**src/design/pngcsv_pkg.sv**
```systemverilog
// Shared constants, types and byte-level helper functions of the PNG chunk stream validator.
package pngcsv_pkg;

  localparam int unsigned LengthBits = 32;
  localparam int unsigned StatusBits = 4;
  localparam int unsigned MarkerBits = 9;

  localparam logic [31:0] SigHi      = 32'h8950_4E47;
  localparam logic [31:0] SigLo      = 32'h0D0A_1A0A;
  localparam logic [31:0] TypeIhdr   = 32'h4948_4452;
  localparam logic [31:0] TypeIend   = 32'h4945_4E44;
  localparam logic [31:0] MarkerInit = 32'h6E69_4C4D;
  localparam logic [31:0] CrcInit    = 32'hFFFF_FFFF;
  localparam logic [31:0] CrcPoly    = 32'hEDB8_8320;

  localparam logic signed [MarkerBits-1:0] NoByte = '1;

  localparam logic [7:0] UpperFirst = 8'd65;
  localparam logic [7:0] UpperLast  = 8'd90;
  localparam logic [7:0] LowerFirst = 8'd97;
  localparam logic [7:0] LowerLast  = 8'd122;

  localparam logic [StatusBits-1:0] StEndOk     = 4'd0;
  localparam logic [StatusBits-1:0] StMarker    = 4'd1;
  localparam logic [StatusBits-1:0] StNotPng    = 4'd2;
  localparam logic [StatusBits-1:0] StBadType   = 4'd3;
  localparam logic [StatusBits-1:0] StNoHeader  = 4'd4;
  localparam logic [StatusBits-1:0] StCrc       = 4'd5;
  localparam logic [StatusBits-1:0] StShortSig  = 4'd6;
  localparam logic [StatusBits-1:0] StShortChnk = 4'd7;
  localparam logic [StatusBits-1:0] StNoIend    = 4'd8;

  localparam logic [2:0] RegStopAtMarker = 3'd0;
  localparam logic [2:0] RegMarkerType   = 3'd4;

  typedef struct packed {
    logic        stop_at_marker;
    logic [31:0] marker_type;
  } cfg_t;

  typedef struct packed {
    logic       valid;
    logic [7:0] data_byte;
    logic       last_byte;
  } step_t;

  typedef struct packed {
    logic                           valid;
    logic [StatusBits-1:0]          status;
    logic signed [MarkerBits-1:0]   marker_byte;
  } verdict_t;

  // Reflected CRC-32 update by one byte, one bit per step.
  function automatic logic [31:0] crc_byte(logic [31:0] crc, logic [7:0] b);
    logic [31:0] c;
    c = crc ^ {24'd0, b};
    for (int k = 0; k < 8; k++) begin
      c = (c >> 1) ^ (CrcPoly & {32{c[0]}});
    end
    return c;
  endfunction

  function automatic logic is_letter(logic [7:0] b);
    return ((b >= UpperFirst) && (b <= UpperLast)) || ((b >= LowerFirst) && (b <= LowerLast));
  endfunction

endpackage

```
**src/design/pngcsv_if.sv**
```systemverilog
// Valid/ready stream interfaces for the input bytes and the verdicts.
interface pngcsv_in_if;
  logic       valid;
  logic       ready;
  logic [7:0] data_byte;
  logic       last_byte;

  modport source (output valid, output data_byte, output last_byte, input ready);
  modport sink (input valid, input data_byte, input last_byte, output ready);
endinterface

interface pngcsv_out_if;
  logic                                         valid;
  logic                                         ready;
  logic [pngcsv_pkg::StatusBits-1:0]            status;
  logic signed [pngcsv_pkg::MarkerBits-1:0]     marker_byte;

  modport source (output valid, output status, output marker_byte, input ready);
  modport sink (input valid, input status, input marker_byte, output ready);
endinterface

```
**src/design/pngcsv_cfg.sv**
```systemverilog
// APB-style configuration registers: stop-at-marker enable and marker chunk type.
module pngcsv_cfg (
  input  logic               clk_i,
  input  logic               rst_ni,
  input  logic               psel,
  input  logic               penable,
  input  logic               pwrite,
  input  logic [2:0]         paddr,
  input  logic [31:0]        pwdata,
  output logic [31:0]        prdata,
  output logic               pready,
  output pngcsv_pkg::cfg_t   cfg_o
);
  import pngcsv_pkg::*;

  logic        stop_q;
  logic [31:0] marker_q;
  logic        wr_en;
  logic        sel_marker;

  assign pready     = 1'b1;
  assign wr_en      = psel && penable && pwrite;
  // Only the word-select bit decodes a register; byte offsets alias.
  assign sel_marker = paddr[2] == RegMarkerType[2];

  always_ff @(posedge clk_i or negedge rst_ni) begin
    if (!rst_ni) begin
      stop_q   <= 1'b0;
      marker_q <= MarkerInit;
    end else if (wr_en) begin
      if (sel_marker) begin
        marker_q <= pwdata;
      end else begin
        stop_q <= pwdata[0];
      end
    end
  end

  assign prdata = sel_marker ? marker_q : {31'd0, stop_q};

  assign cfg_o.stop_at_marker = stop_q;
  assign cfg_o.marker_type    = marker_q;
endmodule

```
**src/design/pngcsv_parser.sv**
```systemverilog
// Per-byte chunk parser: state registers, CRC, and the verdict logic for one byte.
module pngcsv_parser (
  input  logic                    clk_i,
  input  logic                    rst_ni,
  input  pngcsv_pkg::cfg_t        cfg_i,
  input  pngcsv_pkg::step_t       step_i,
  output pngcsv_pkg::verdict_t    verdict_o
);
  import pngcsv_pkg::*;

  localparam logic [2:0] PhSig  = 3'd0;
  localparam logic [2:0] PhLen  = 3'd1;
  localparam logic [2:0] PhType = 3'd2;
  localparam logic [2:0] PhData = 3'd3;
  localparam logic [2:0] PhCrc  = 3'd4;
  localparam logic [2:0] PhDone = 3'd5;

  logic [2:0]                  phase_q, phase_d;
  logic [2:0]                  count_q, count_d;
  logic [31:0]                 length_q, length_d;
  logic [31:0]                 ctype_q, ctype_d;
  logic [LengthBits-1:0]       remain_q, remain_d;
  logic [31:0]                 crc_q, crc_d;
  logic [31:0]                 rx_crc_q, rx_crc_d;
  logic [MarkerBits-1:0]       first_q, first_d;
  logic                        header_q, header_d;
  logic [7:0]                  b;
  logic                        letters_ok;
  verdict_t                    vd;

  assign b = step_i.data_byte;

  always_comb begin
    phase_d  = phase_q;
    count_d  = count_q;
    length_d = length_q;
    ctype_d  = ctype_q;
    remain_d = remain_q;
    crc_d    = crc_q;
    rx_crc_d = rx_crc_q;
    first_d  = first_q;
    header_d = header_q;
    vd.valid       = 1'b0;
    vd.status      = StEndOk;
    vd.marker_byte = NoByte;
    letters_ok     = 1'b1;

    if (step_i.valid) begin
      case (phase_q)
        PhSig: begin
          // The signature is collected in the length and type registers.
          if (!count_q[2]) begin
            length_d = {length_q[23:0], b};
          end else begin
            ctype_d = {ctype_q[23:0], b};
          end
          if (count_q == 3'd7) begin
            if ((length_d != SigHi) || (ctype_d != SigLo)) begin
              vd.valid  = 1'b1;
              vd.status = StNotPng;
            end else begin
              ctype_d  = '0;
              phase_d  = PhLen;
              count_d  = '0;
              length_d = '0;
            end
          end else begin
            count_d = count_q + 3'd1;
          end
        end
        PhLen: begin
          length_d = {length_q[23:0], b};
          if (count_q == 3'd3) begin
            phase_d = PhType;
            count_d = '0;
            ctype_d = '0;
            crc_d   = CrcInit;
            first_d = NoByte;
          end else begin
            count_d = count_q + 3'd1;
          end
        end
        PhType: begin
          ctype_d = {ctype_q[23:0], b};
          crc_d   = crc_byte(crc_q, b);
          if (count_q == 3'd3) begin
            for (int i = 0; i < 4; i++) begin
              letters_ok = letters_ok & is_letter(ctype_d[8*i +: 8]);
            end
            if (!letters_ok) begin
              vd.valid  = 1'b1;
              vd.status = StBadType;
            end else begin
              remain_d = length_q[LengthBits-1:0];
              rx_crc_d = '0;
              count_d  = '0;
              phase_d  = (remain_d != '0) ? PhData : PhCrc;
            end
          end else begin
            count_d = count_q + 3'd1;
          end
        end
        PhData: begin
          crc_d = crc_byte(crc_q, b);
          if (remain_q == length_q[LengthBits-1:0]) begin
            first_d = {1'b0, b};
          end
          remain_d = remain_q - {{(LengthBits-1){1'b0}}, 1'b1};
          if (remain_d == '0) begin
            phase_d = PhCrc;
            count_d = '0;
          end
        end
        PhCrc: begin
          rx_crc_d = {rx_crc_q[23:0], b};
          if (count_q == 3'd3) begin
            if (rx_crc_d != ~crc_q) begin
              vd.valid  = 1'b1;
              vd.status = StCrc;
            end else if (!header_q) begin
              if (ctype_q != TypeIhdr) begin
                vd.valid  = 1'b1;
                vd.status = StNoHeader;
              end else begin
                header_d = 1'b1;
                phase_d  = PhLen;
                count_d  = '0;
                length_d = '0;
              end
            end else if (cfg_i.stop_at_marker && (ctype_q == cfg_i.marker_type)) begin
              vd.valid       = 1'b1;
              vd.status      = StMarker;
              vd.marker_byte = first_q;
            end else if (ctype_q == TypeIend) begin
              vd.valid  = 1'b1;
              vd.status = StEndOk;
            end else begin
              phase_d  = PhLen;
              count_d  = '0;
              length_d = '0;
            end
          end else begin
            count_d = count_q + 3'd1;
          end
        end
        default: begin
          // Done: bytes are dropped until the last-byte mark.
        end
      endcase

      // A file that ends without a verdict is classified by where it stopped.
      if (!vd.valid && step_i.last_byte && (phase_q != PhDone)) begin
        vd.valid = 1'b1;
        if (phase_d == PhSig) begin
          vd.status = StShortSig;
        end else if ((phase_d == PhLen) && (count_d == '0)) begin
          vd.status = StNoIend;
        end else begin
          vd.status = StShortChnk;
        end
      end

      if (vd.valid) begin
        phase_d = PhDone;
      end

      if (step_i.last_byte) begin
        phase_d  = PhSig;
        count_d  = '0;
        length_d = '0;
        ctype_d  = '0;
        remain_d = '0;
        crc_d    = CrcInit;
        rx_crc_d = '0;
        first_d  = NoByte;
        header_d = 1'b0;
      end
    end
  end

  always_ff @(posedge clk_i or negedge rst_ni) begin
    if (!rst_ni) begin
      phase_q  <= PhSig;
      count_q  <= '0;
      length_q <= '0;
      ctype_q  <= '0;
      remain_q <= '0;
      crc_q    <= CrcInit;
      rx_crc_q <= '0;
      first_q  <= NoByte;
      header_q <= 1'b0;
    end else begin
      phase_q  <= phase_d;
      count_q  <= count_d;
      length_q <= length_d;
      ctype_q  <= ctype_d;
      remain_q <= remain_d;
      crc_q    <= crc_d;
      rx_crc_q <= rx_crc_d;
      first_q  <= first_d;
      header_q <= header_d;
    end
  end

  assign verdict_o = vd;
endmodule

```
**src/design/png_chunk_stream_validator.sv**
```systemverilog
// Top level of the PNG chunk stream validator: input register, parser, result register, APB port.
// Flow: a byte held in the input register is parsed when the parser consumes it; its verdict,
// if any, enters the result register. Throughput: one byte per cycle unless a verdict waits on a
// stalled sink, limited by the per-byte CRC and parser state update.
// Reset (rst_ni, asynchronous, active low) empties both registers, returns the parser to
// the signature phase and loads the configuration defaults.
module png_chunk_stream_validator (
  input  logic               clk_i,
  input  logic               rst_ni,
  pngcsv_in_if.sink          in_i,
  pngcsv_out_if.source       out_o,
  input  logic               psel,
  input  logic               penable,
  input  logic               pwrite,
  input  logic [2:0]         paddr,
  input  logic [31:0]        pwdata,
  output logic [31:0]        prdata,
  output logic               pready
);
  import pngcsv_pkg::*;

  cfg_t     cfg;
  step_t    step;
  verdict_t verdict;

  // Input register: holds one byte until the parser can consume it.
  logic       in_valid_q;
  logic [7:0] in_byte_q;
  logic       in_last_q;

  // Result register: holds one verdict until the sink takes the transaction.
  logic                          out_valid_q;
  logic [StatusBits-1:0]         out_status_q;
  logic signed [MarkerBits-1:0]  out_marker_q;

  logic advance;

  // The parser consumes the held byte whenever the result register has room for a
  // possible verdict, either because it is empty or because it is drained this cycle.
  assign advance    = in_valid_q && (!out_valid_q || out_o.ready);
  assign in_i.ready = !in_valid_q || advance;

  always_ff @(posedge clk_i or negedge rst_ni) begin
    if (!rst_ni) begin
      in_valid_q <= 1'b0;
    end else if (in_i.ready) begin
      in_valid_q <= in_i.valid;
    end
  end

  always_ff @(posedge clk_i) begin
    if (in_i.ready && in_i.valid) begin
      in_byte_q <= in_i.data_byte;
      in_last_q <= in_i.last_byte;
    end
  end

  assign step.valid     = advance;
  assign step.data_byte = in_byte_q;
  assign step.last_byte = in_last_q;

  pngcsv_cfg u_cfg (
    .clk_i   (clk_i),
    .rst_ni  (rst_ni),
    .psel    (psel),
    .penable (penable),
    .pwrite  (pwrite),
    .paddr   (paddr),
    .pwdata  (pwdata),
    .prdata  (prdata),
    .pready  (pready),
    .cfg_o   (cfg)
  );

  pngcsv_parser u_parser (
    .clk_i     (clk_i),
    .rst_ni    (rst_ni),
    .cfg_i     (cfg),
    .step_i    (step),
    .verdict_o (verdict)
  );

  // A new verdict overwrites the register only when it is empty or being taken,
  // which advance already guarantees.
  always_ff @(posedge clk_i or negedge rst_ni) begin
    if (!rst_ni) begin
      out_valid_q <= 1'b0;
    end else if (verdict.valid) begin
      out_valid_q <= 1'b1;
    end else if (out_o.ready) begin
      out_valid_q <= 1'b0;
    end
  end

  always_ff @(posedge clk_i) begin
    if (verdict.valid) begin
      out_status_q <= verdict.status;
      out_marker_q <= verdict.marker_byte;
    end
  end

  assign out_o.valid       = out_valid_q;
  assign out_o.status      = out_status_q;
  assign out_o.marker_byte = out_marker_q;
endmodule
```
**src/flat_wrapper.sv**
```systemverilog
// flat-port wrapper written by rule: the top's interface ports become plain ports
module png_chunk_stream_validator_flat import pngcsv_pkg::*;
  (clk_i, rst_ni, psel, penable, pwrite, paddr, pwdata, prdata, pready, in_i_valid, in_i_data_byte, in_i_last_byte, in_i_ready, out_o_valid, out_o_status, out_o_marker_byte, out_o_ready);
  pngcsv_in_if in_i_i ();
  pngcsv_out_if out_o_i ();
  input  logic clk_i;
  input  logic rst_ni;
  input  logic psel;
  input  logic penable;
  input  logic pwrite;
  input  logic [2:0] paddr;
  input  logic [31:0] pwdata;
  output logic [31:0] prdata;
  output logic pready;
  input wire logic [$bits(in_i_i.valid)-1:0] in_i_valid;
  input wire logic [$bits(in_i_i.data_byte)-1:0] in_i_data_byte;
  input wire logic [$bits(in_i_i.last_byte)-1:0] in_i_last_byte;
  output wire logic [$bits(in_i_i.ready)-1:0] in_i_ready;
  output wire logic [$bits(out_o_i.valid)-1:0] out_o_valid;
  output wire logic [$bits(out_o_i.status)-1:0] out_o_status;
  output wire logic [$bits(out_o_i.marker_byte)-1:0] out_o_marker_byte;
  input wire logic [$bits(out_o_i.ready)-1:0] out_o_ready;
  assign in_i_i.valid = in_i_valid;
  assign in_i_i.data_byte = in_i_data_byte;
  assign in_i_i.last_byte = in_i_last_byte;
  assign in_i_ready = in_i_i.ready;
  assign out_o_valid = out_o_i.valid;
  assign out_o_status = out_o_i.status;
  assign out_o_marker_byte = out_o_i.marker_byte;
  assign out_o_i.ready = out_o_ready;
  png_chunk_stream_validator u_core (.clk_i(clk_i), .rst_ni(rst_ni), .in_i(in_i_i), .out_o(out_o_i), .psel(psel), .penable(penable), .pwrite(pwrite), .paddr(paddr), .pwdata(pwdata), .prdata(prdata), .pready(pready));
endmodule
```
**config.mk**
```make
export PLATFORM = sky130hd
export DESIGN_NAME = png_chunk_stream_validator_flat
export DESIGN_NICKNAME = d
export VERILOG_FILES = /design/src/design/pngcsv_pkg.sv /design/src/design/pngcsv_if.sv /design/src/design/pngcsv_cfg.sv /design/src/design/pngcsv_parser.sv /design/src/design/png_chunk_stream_validator.sv /design/src/flat_wrapper.sv
export SDC_FILE = /design/constraint.sdc
export NUM_CORES = 1
export LEC_CHECK = 0
export BUFFER_PORTS_ARGS = -buffer_cell sky130_fd_sc_hd__buf_2
export CORE_ASPECT_RATIO = 0.7
export CORE_MARGIN = 3
export CORE_UTILIZATION = 45
export CTS_CLUSTER_SIZE = 25
export DETAILED_ROUTE_END_ITERATION = 12
export HOLD_SLACK_MARGIN = 0.06
export PLACE_DENSITY = 0.72
export SLEW_MARGIN = 20
export SYNTH_ARGS = -nofsm -noshare
export SYNTH_HDL_FRONTEND = slang
export SYNTH_HIERARCHICAL = 1
export SYNTH_SLANG_ARGS = --single-unit
```
**constraint.sdc**
```tcl
create_clock -name clk_i -period 6.8 [get_ports clk_i]
set_clock_uncertainty 0.05 [all_clocks]
set_input_delay 0.68 -clock clk_i [delete_from_list [all_inputs] [get_ports clk_i]]
set_output_delay 0.68 -clock clk_i [all_outputs]
set_load 0.02 [all_outputs]
```
# Word level (Yosys, flattened, before mapping)
# Index checks and enable logic that the tools add are counted.
[op_classes]
n_eq_ne = 25
n_lt_le_gt_ge = 16
mux = 98
n_addsub = 2
reduce_logical = 51
n_bitwise = 19
[op_table]
columns = ["operator", "n"]
rows = [
  ["$mux W32", 25],
  ["$xor A31 B32 Y32", 8],
  ["$pmux W32 S3", 2],
  ["$pmux W32 S2", 2],
  ["$mux W3", 30],
  ["$mux W24", 3],
  ["$eq A32 B32 Y1", 2],
  ["$ge A8 B7 Y1 const B", 8],
  ["$le A8 B7 Y1 const B", 8],
  ["$mux W9", 7],
  ["$mux W5", 12],
  ["$pmux W24 S2", 1],
  ["$eq A32 B31 Y1 const B", 1],
  ["$logic_not A32 Y1", 1],
  ["$ne A32 B28 Y1 const B", 1],
  ["$ne A32 B31 Y1 const B", 1],
  ["$ne A32 B32 Y1", 1],
  ["$ne A32 B32 Y1 const B", 1],
  ["$not A32 Y32", 1],
  ["$reduce_bool A32 Y1", 1],
  ["$sub A32 B1 Y32 const B", 1],
  ["$xor A32 B8 Y32", 1],
  ["$pmux W3 S5", 2],
  ["$mux W14", 2],
  ["27 further kinds", 89],
]
[totals]
regBits = 225
elab_cells = 228
inputBits = 51

# Longest topological paths before layout
[logic_depth]
word_depth = 18
mapped_depth = 13
ltp_nobuf = 11

# By module
# Netlist, hierarchy kept.
[by_module_without_submodules]
columns = ["module", "cells_each", "n_inst", "seq_area_each_um2", "area_each_um2"]
rows = [
  ["pngcsv_parser", 1147, 1, 4255.3, 10456.3],
  ["pngcsv_cfg", 109, 1, 845.8, 1629.1],
  ["png_chunk_stream_validator", 30, 1, 710.7, 764.5],
]

# Worst setup path before layout
# OpenSTA, ideal clock, no wires.
[synth_path]
path_type = "flip-flop to flip-flop"
start = "reg u_core.in_byte_q[5]"
end = "reg u_core.out_valid_q (netlist: u_core/out_o.valid)"
period_less_slack_ns = 3.839
slack_ns = 2.961
required_time_ns = 6.628
arrival_time_ns = 3.667
path_stages_with_launch = 12
setup_ns = 0.122
n_path_buf = 1
path_cell_list = "edfxtp_1 -> clkbuf_1 -> xor2_1 -> ha_1 -> nand3_1 -> or4_1 -> nor4_2 -> o211ai_1 -> o31ai_1 -> nor4bb_1 -> nor2_1 -> nand2b_1"
[synth_rtl]
columns = ["element", "line_no", "text"]
rows = [
  ["from (decl)", "png_chunk_stream_validator.sv:28", "logic [7:0] in_byte_q;"],
  ["from (signal assigned)", "png_chunk_stream_validator.sv:53", "in_byte_q <= in_i.data_byte;"],
  ["to (signal assigned)", "png_chunk_stream_validator.sv:87", "out_valid_q <= 1'b0;"],
  ["to (signal assigned)", "png_chunk_stream_validator.sv:89", "out_valid_q <= 1'b1;"],
  ["to (signal assigned)", "png_chunk_stream_validator.sv:91", "out_valid_q <= 1'b0;"],
  ["to (decl)", "png_chunk_stream_validator.sv:32", "logic out_valid_q;"],
]

==> flow_metrics.tcl <==
set metrics [dict create \
    outcome "completed" \
    critPathBufInv 1 \
    synth_commonest_cells "dfrtp_1 (146), nor2_1 (91), nand2_1 (89)" \
    crit_path_cell_trace "buf_4 > xor2_1 > ha_1 > nand3_1 > or4_1 > nor4_2 > o211ai_1 > o31ai_1 > nor4bb_1 > nor2_1 > nand2b_1" \
    synth_xor_area_share_pct 11.3 \
    ys.flop_type "dfrtp_1" \
    fin_nets 1382 \
    ctsResizeCount 0 \
    grt_max_degree 79 \
    clk_latency_ps 540 \
    crit_type "flip-flop to flip-flop" \
    fp-row-count 51 \
    power.internal_w 0.00267 \
    portBuffers 95 \
    grt_pass1_wl_um 57200 \
    vdd_drop_max_mv 0.187 \
    synth_seq_area_share_pct 45.2 \
    dpl.cell_count 1668 \
    die_area_um2 30700 \
    die_x_um 208 \
    track_usage_pct 23.0 \
    syn-cell-area_um2 12800 \
    path_clk_slew_ps 60 \
    vias 10300 \
    grt_pass1_vias 9794 \
    p_leak_nw 5.95 \
    numClockSinks 225 \
    yosys.area_share.adder_pct 0.876 \
    finalMaxSlewViolations 0 \
    layout_min_cycle_time_ps 4900 \
    ant_nets 0 \
    finalHoldWorstSlack_ps 104 \
    cap_violations 0 \
    yosysTopAreaCell "dfrtp_1" \
    wirelength_um 35600 \
    critPathMaxStageDelay_ps 730 \
    dr.first_iter.drc_count 1216 \
    maxSlewHeadroom_pct 27.1 \
    crit_path_start_kind "flip-flop" \
    synth_seq_cells 225 \
    cts_inserted_buffers 23 \
    fill_cells 2507 \
    design_area_um2 14300 \
    wire_per_inst_um 20.8 \
    vias_per_cell 6.04 \
    finalSetupViolCount 0 \
    hold_viol 0 \
    yosysMostFrequentCell "dfrtp_1" \
    finalCritPeriodShare_pct 72.1 \
    antenna_cells 0 \
    dr.pass1.iters 5 \
    die_h_um 147 \
    synth_top_area_share_pct 28.4 \
    path_max_fanout 14 \
    cp_top_family "simple AND/OR/NAND/NOR gates" \
    htreeDepth 1 \
    synth-edff-count 22 \
    synth_compound_area_share_pct 16.1 \
    power.switching_w 0.00126 \
    yosys.area_share.simple_pct 18.8 \
    hold_path.class "primary input to asynchronous set/reset pin" \
    synthCells 1286 \
    synth_top_family_by_area "simple AND/OR/NAND/NOR gates" \
    multi_input_area_um2 6590 \
    start_util_pct 46.0 \
    yosysUniqueCellTypes 78 \
    cts_root_buffer "clkbuf_16" \
    rsz0062_at_grt "no" \
    critical_path_required_ps 7160 \
    syn-num-nets 1346 \
    post-cts-setup-buffers 0 \
    io_pins 99 \
    p_clk_share_pct 34.7 \
    coreArea_um2 27900 \
    grt_overflow 0 \
    final_cells 1710 \
    avgSynthCellArea_um2 9.99 \
    place_congestion 0.930 \
    slowest_stage "nor4bb_1" \
    postSynth.asyncResetShare_pct 90.2 \
    drc 0 \
    setup_tns_ps 0 \
    yosys_warnings 6 \
    swShare_pct 32.0 \
    synthTopCellsByArea "dfrtp_1 (28%), dfstp_2 (12%), xnor2_1 (5.8%)" \
    seq_area_um2 5810 \
    clk_path_buf_depth 3 \
    ctsHoldBuffers 0 \
    critPathArrivalTime_ps 5260 \
    antenna_found_initial 0 \
    post_dp_cell_area_um2 13500 \
    cts_tree "yes" \
    max_slew.worst_pin.slew_ps 1090 \
    power_density_nw_per_um2 274 \
    areaGrowthSynthToFinish_pct 11.4 \
    fmax_mhz 204 \
    end_kind "flip-flop" \
    place_hpwl_um 24600 \
    p_seq_share_pct 43.1 \
    combinationalPowerShare_pct 22.2 \
    muxShareOfSynthArea_pct 3.93 \
    drive_gt1_share_pct 20.3 \
]
## routing by layer
metal  vias to the layer above  GRT usage [%]  wire length (um)
li1                       4741              -                 -
met1                      5043           37.4             17300
met2                       500           31.0             14200
met3                        49           5.18              3390
met4                         0           4.11               639
met5                         -              0                 0
## layout by cell type (no fill, tap or decap), drive strengths merged, types with 17 or more instances in the layout
cell,synthesis,final
a21oi,81,81
a22o,66,66
and2,35,35
buf,14,109
clkbuf,85,28
dfrtp,146,146
dfstp,57,57
edfxtp,22,22
mux2,34,34
nand2,89,89
nand3,19,19
nand4,34,34
nor2,91,91
nor3,38,38
nor4,41,41
o21ai,63,63
o2bb2ai,27,27
or2,17,17
xnor2,85,85
xor2,81,81
## flip-flops by register name (all words and copies together), names as in the netlist
signal                    cells
u_core/u_parser/rx_crc_q     24
u_core/in_valid_q             1
u_core/u_parser/ctype_q      32
u_core/u_parser/crc_q        32
u_core/in_byte_q              8
u_core/out_o.valid            1
u_core/out_o.marker_byte      9
u_core/u_parser/header_q      1
u_core/u_parser/count_q       3
u_core/u_parser/phase_q       3
u_core/u_cfg/marker_q        32
u_core/u_parser/remain_q     32
u_core/out_o.status           4
u_core/u_cfg/stop_q           1
u_core/u_parser/length_q     32
u_core/u_parser/first_q       9
u_core/in_last_q              1
## worst reg2reg max path: stages, from the launching register on
cell	delay [ps]
edfxtp_1	360
buf_4	200
xor2_1	700
ha_1	270
nand3_1	60
or4_1	530
nor4_2	350
o211ai_1	320
o31ai_1	500
nor4bb_1	730
nor2_1	460
nand2b_1	270
## cell families after synthesis
logic type,Yosys count
XOR/XNOR,166
AO/OA/AOI/OAI,296
adder cells (fa/ha/maj),9
flip-flops,225
other,1
multiplexers,35
buffers and inverters,113
AND/OR/NAND/NOR,441
## worst paths after layout
path | from | to | slack [ps] | cells after the start
setup reg to reg | u_core/in_byte_q[5]$_DFFE_PP_ | u_core/out_o.valid$_DFFE_PN0P_ | 1900 | 11
setup / recovery | u_core/in_byte_q[5]$_DFFE_PP_ | u_core/out_o.valid$_DFFE_PN0P_ | 1900 | 11
min in group clk_i | in_i_data_byte[7] | u_core/in_byte_q[7]$_DFFE_PP_ | 290 | 1
hold reg to reg | u_core/u_parser/rx_crc_q[16]$_DFFE_PN0P_ | u_core/u_parser/rx_crc_q[16]$_DFFE_PN0P_ | 450 | 2
hold / removal | rst_ni | u_core/u_parser/rx_crc_q[21]$_DFFE_PN0P_ | 100 | 1
max in group asynchronous | rst_ni | u_core/u_parser/rx_crc_q[20]$_DFFE_PN0P_ | 5250 | 2
## metrics by stage
| stage | total power (W) | setup WS (ps) | util [%] |
|---|---|---|---|
| final | 0.00393 | 1900 | 51.2 |
| after global routing | 0.00411 | 1550 | 51.2 |
| after CTS | 0.00394 | 2040 | 51.2 |
| after detailed placement | 0.00257 | 2060 | 48.3 |
| after global placement | 0.00255 | 2120 | 48.3 |
| after floorplan | 0.00228 | 2960 | - |
## power by group through the flow
stage | Clock, W | Combinational, W | Sequential [W]
floorplan | 0 | 0.000689 | 0.00160
CTS | 0.00139 | 0.000864 | 0.00169
global placement | 0 | 0.000841 | 0.00171
global route | 0.00145 | 0.000953 | 0.00171
detailed placement | 0 | 0.000856 | 0.00171
finish | 0.00136 | 0.000871 | 0.00169
## cell type report
class                      instances  area share (%)
multi-input combinational        948            46.0
clock buffer                      27            4.13
inverter                          14           0.367
tap                              371            3.24
sequential                       225            40.6
timing repair buffer             110            4.17
clock inverter                    15            1.47
Power figures use the tool's default switching activity.
